===== src/design/vnt_pkg.sv =====
// Shared constants for the value-noise turbulence block.
// No dependencies.
`default_nettype none
package vnt_pkg;
  localparam int TableEntries = 751;
  localparam int TableAw      = 10;
  localparam int WrapPeriod   = 100000;
  localparam int MaxOctaves   = 8;
  localparam int FracBits     = 16;
  localparam int CoordBits    = 34;
  localparam int HashMul      = 911;
  localparam int HashSpread   = 1000;
  // index reduction by reciprocal multiply, exact for any 32-bit hash
  localparam int HashShift    = 32 + TableAw;
  localparam logic [32:0] HashRecip =
    33'(((65'd1 << HashShift) + 65'(TableEntries) - 65'd1) / 65'(TableEntries));
  localparam logic CMD_LOAD   = 1'b0;
  localparam logic CMD_EVAL   = 1'b1;
  localparam logic [0:0] REG_OCTAVES = 1'b0;
endpackage
`default_nettype wire


===== src/design/vnt_div.sv =====
// Restoring divider: 24-bit numerator by small denominator, one bit a cycle.
// Depends on vnt_pkg.
`default_nettype none
module vnt_div import vnt_pkg::*; (
  input  wire logic        clk,
  input  wire logic        rst,
  input  wire logic        start,
  input  wire logic [23:0] num,
  input  wire logic [8:0]  den,
  output logic             done,
  output logic [23:0]      quo
);
  logic [4:0]  cnt;
  logic        busy;
  logic [8:0]  rem;
  logic [9:0]  trial;
  assign trial = {rem, quo[23]};
  always_ff @(posedge clk) begin
    if (rst) begin
      busy <= 1'b0;
      done <= 1'b0;
    end else begin
      done <= 1'b0;
      if (start) begin
        busy <= 1'b1;
        cnt  <= 5'd0;
        rem  <= '0;
        quo  <= num;
      end else if (busy) begin
        if (trial >= {1'b0, den}) begin
          rem <= 9'(trial - {1'b0, den});
          quo <= {quo[22:0], 1'b1};
        end else begin
          rem <= trial[8:0];
          quo <= {quo[22:0], 1'b0};
        end
        cnt <= cnt + 5'd1;
        if (cnt == 5'd23) begin
          busy <= 1'b0;
          done <= 1'b1;
        end
      end
    end
  end
endmodule
`default_nettype wire


===== config.mk =====
export PLATFORM = sky130hd
export DESIGN_NAME = vnt_div
export DESIGN_NICKNAME = d
export VERILOG_FILES = /design/src/design/vnt_pkg.sv /design/src/design/vnt_div.sv
export SDC_FILE = /design/constraint.sdc
export NUM_CORES = 1
export LEC_CHECK = 0
export BUFFER_PORTS_ARGS = -buffer_cell sky130_fd_sc_hd__clkbuf_2
export CORE_UTILIZATION = 50
export CTS_CLUSTER_SIZE = 40
export DETAILED_ROUTE_END_ITERATION = 6
export MAX_ROUTING_LAYER = met4
export PLACE_DENSITY_LB_ADDON = 0.2
export SYNTH_ARGS = -nofsm -noshare
export SYNTH_HDL_FRONTEND = slang
export SYNTH_SLANG_ARGS = --single-unit

===== constraint.sdc =====
create_clock -name clk -period 5.9 [get_ports clk]
set_clock_uncertainty 0.1 [all_clocks]
set_input_delay 0.885 -clock clk [delete_from_list [all_inputs] [get_ports clk]]
set_output_delay 0.885 -clock clk [all_outputs]
set_load 0.05 [all_outputs]

**Word level (Yosys, flattened, before mapping)**

Index checks and enable logic that the tools add are counted.

- Word-level logic and storage cells: 24
- Output and inout bits: 25
- Input bits: 36
- Register bits: 40

- Magnitude comparators: 1
- $add $sub $neg: 2
- Equality and inequality tests: 1
- Bitwise gates (word level): 2
- Muxes and demuxes: 10
- Reduce and logical (&&, ||, !) cells: 3

Operators by type and width:

| cell | number |
|---|---|
| $mux W24 | 2 |
| $mux W9 | 2 |
| $ge A10 B9 Y1 | 1 |
| $sub A9 B9 Y9 | 1 |
| $add A5 B1 Y5 const B | 1 |
| $eq A5 B5 Y1 const B | 1 |
| $mux W1 | 5 |
| $mux W5 | 1 |
| $reduce_or A3 Y1 | 1 |
| $not A1 Y1 | 2 |
| $reduce_and A2 Y1 | 1 |
| $reduce_bool A2 Y1 | 1 |

**Logic depth before layout (Yosys ltp)**

- Depth after elaboration: 4
- Depth in mapped cells: 10
- Gate-level depth less buffers: 9

**Worst setup path before layout**

No wires, ideal clock.

- Path kind: in2reg
- From: input start
- To: register cnt[0], enable pin
- Path slack: 2.422 ns
- Library setup time: 0.433 ns
- Path buffers: 1
- Data arrival time: 2.945 ns
- Data required time: 5.367 ns
- Stages on the path: 3
- Cell sequence: clkbuf_1 -> nor2_1 -> nor2_1

- Word-level cells in the longest chain between the ends: 2

RTL lines:

| element | line | source |
|---|---|---|
| start: declaration | vnt_div.sv:7 | `input wire logic start,` |
| $reduce_bool A2 Y1 (no source line) | n/a |  |
| $reduce_and A2 Y1 (no source line) | n/a |  |
| end signal: assignment | vnt_div.sv:37 | `cnt <= cnt + 5'd1;` |
| end: declaration | vnt_div.sv:13 | `logic [4:0] cnt;` |

No other way between the ends.
A chain may end at the register's enable or synchronous reset.

**Worst setup path in the final report**

- From: input den[0]
- To: register quo[0], data pin

- Word-level cells in the longest chain between the ends: 4

RTL lines:

| element | line | source |
|---|---|---|
| start: declaration | vnt_div.sv:9 | `input wire logic [8:0] den,` |
| $ge A10 B9 Y1 | vnt_div.sv:30 | `if (trial >= {1'b0, den}) begin` |
| $mux W1 | vnt_div.sv:30 |  |
| $mux W24 | vnt_div.sv:29 | `end else if (busy) begin` |
| $mux W24 | vnt_div.sv:24 | `if (start) begin` |
| end signal: assignment | vnt_div.sv:28 | `quo <= num;` |
| end signal: assignment | vnt_div.sv:32 | `quo <= {quo[22:0], 1'b1};` |
| end signal: assignment | vnt_div.sv:35 | `quo <= {quo[22:0], 1'b0};` |
| end: declaration | vnt_div.sv:11 | `output logic [23:0] quo` |

No other way between the ends. The select of a mux whose other input is x is not followed.

==> flow_summary.json <==
{
  "route.met2.wl_um": 2040,
  "final_nets": 275,
  "layout_setup_ws_ns": 3.08,
  "tightest_slew_ns": 1.02,
  "top_layer_used": "met4",
  "syn_inst": 166,
  "clockRootBuffer": "clkbuf_8",
  "cts_tree": "yes",
  "initial_core_util_pct": 53.6,
  "synth_common_cells": "38 x edfxtp_1, 24 x mux2_2, 15 x nor2_1",
  "total_leakage_power_nw": 1.13,
  "multiInputGateArea_um2": 973,
  "wl_met1_um": 1710,
  "seq_area_frac_synth_pct": 53.2,
  "grt_use_total_pct": 19.7,
  "yosys-top-cells-area": "edfxtp_1 51%, mux2_2 12%, ha_1 5.6%",
  "clockBufferDepth": 2,
  "cts_buffers": 5,
  "worstPathRequired_ns": 5.84,
  "cp-start-kind": "primary input",
  "yosysMostFrequentCell": "edfxtp_1",
  "clock.fmax_mhz": 354,
  "antenna_found_initial": 0,
  "syn_area_um2": 2220,
  "worstHoldPathType": "register to register",
  "die_w_um": 68.7,
  "post-cts-setup-buffers": 0,
  "hold_slack_ns": 0.394,
  "num_rows": 23,
  "critPathCaptureType": "register",
  "fill_cells": 352,
  "die_h_um": 68.7,
  "setup_tns_ns": 0,
  "routed-via-count": 1494,
  "place_hpwl_um": 2920,
  "pre_cts_slack_ns": 2.75,
  "synth_edf_count": 38,
  "place_congestion": 0.788,
  "firstDrtPassIters": 4,
  "pin_count": 61,
  "synth_ff_type": "edfxtp_1",
  "drive_above_1_share_pct": 45.0,
  "port_buffers": 60,
  "synth_top_area_share_pct": 51.4,
  "worst-path-buf-inv": 2,
  "crit_fanout": 14,
  "critical-path-top-delay-family": "compound AO/OA/AOI/OAI gates",
  "status": "finished, final reports clean",
  "final-seq-area_um2": 1180,
  "arrival_ns": 2.76,
  "worstPathCellList": "clkbuf_2, ha_1, inv_1, fa_1, a21o_1, a221oi_4, a31oi_4, mux2_2",
  "cts_sinks": 40,
  "hold_buffers": 0,
  "wire_per_inst_um": 14.5,
  "fin_crit_ns": 2.82,
  "area_growth_pct": 19.3,
  "grt_setup_unrepaired": "false",
  "cts_resized": 0,
  "hold_viol_final": 0,
  "drc_errors": 0,
  "h-tree-depth": 2,
  "overflow": 0,
  "design.die.area_um2": 4710,
  "slew_viol_final": 0,
  "yosysTopAreaCell": "edfxtp_1",
  "avgSynthCellArea_um2": 13.4,
  "max_cap_viol_count": 0,
  "finalSetupViolations": 0,
  "syn_nets": 213,
  "routed_wl_um": 4050,
  "async_flop_share_pct": 0,
  "cp_slowest_cell": "fa_1",
  "yosys_warnings": 0,
  "grt_pass1_vias": 1492,
  "synth_seq_cells": 40,
  "n_antenna_cell": 0,
  "crit_type": "primary input to register",
  "antenna_left": 0,
  "fin_crit_sh_pct": 47.8,
  "synth_cell_types": 43,
  "grt_max_degree": 41,
  "core_um2": 4140,
  "clkTransAtPathRegs_ns": 0.08,
  "slowest_delay_ns": 0.40,
  "first_iter_violations": 76,
  "clock_latency_ns": 0.29,
  "p_per_area_nw_per_um2": 273,
  "via_per_inst": 5.35,
  "grt_pass1_wl_um": 6420,
  "wl_met3_um": 220,
  "max_slew_margin_pct": 32.1,
  "postLayoutCoreUtil_pct": 64.0,
  "ir_drop_v": 0.000182
}
-- worst paths after layout --
check,start,end,slack (ns),cells past startpoint
setup / recovery,den[0],quo[0],3.08,8
hold reg to reg,busy,done,0.39,1
setup reg to reg,quo[23],quo[0],3.27,8
hold / removal,busy,done,0.39,1
-- area by class of cell --
class,count,area share (%)
repair buffers,60,11.3
multi-input cells,108,36.7
well taps,50,2.36
clock inverters,1,0.330
clock buffers,7,2.88
flip-flops and latches,40,44.5
inverters,13,1.84
-- where the power goes --
part | switching (mW) | total, mW | internal (mW) | leakage [nW]
combinational | 0.118 | 0.196 | 0.0777 | 0.704
clock | 0.0909 | 0.175 | 0.0844 | 0.0424
sequential | 0.0125 | 0.352 | 0.340 | 0.382
total | 0.221 | 0.723 | 0.502 | 1.13
-- cells by family after synthesis --
family                     Yosys count  share of synthesized area, %
AOI/OAI and AO/OA                   24                          11.0
muxes                               28                          14.2
buffers and inverters               18                          3.38
adders and majority gates           11                          6.53
xor gates and xnor gates             6                          2.36
and+or+nand+nor                     39                          9.35
DFF                                 40                          53.2
-- layer usage --
layer | vias up | GRT usage, %
li1 | 739 | -
met1 | 700 | 22.4
met2 | 48 | 32.1
met3 | 7 | 5.10
met4 | 0 | 9.64
met5 | - | -
-- stage by stage --
step,instance area [um2],total power [mW],cells
detailed placement,2570,0.554,271
global route,2650,0.760,279
global placement,2570,0.547,271
floorplan,2220,0.513,166
finish,2650,0.723,279
CTS,2650,0.731,279
-- registers in the layout, indices dropped and copies added, names as in the netlist --
name	cells
busy	1
cnt	5
done	1
quo	24
rem	9
-- placed cells by master, fill, tap and decap left out, drive strengths merged, types with 2 or more instances in the layout --
cell and count:
nor2b 2, o2111ai 2, mux2i 3, a211oi 3
ha 10, xnor2 4, dfxtp 2, inv 13
xor2 2, nor2 15, or3 2, mux2 25
or2 4, nand3 5, a21oi 4, nor3 2
clkbuf 67, and3 2, nand2 3, o21ai 4
edfxtp 38, a21o 3
Note: power is estimated with default switching activity, not from simulation.
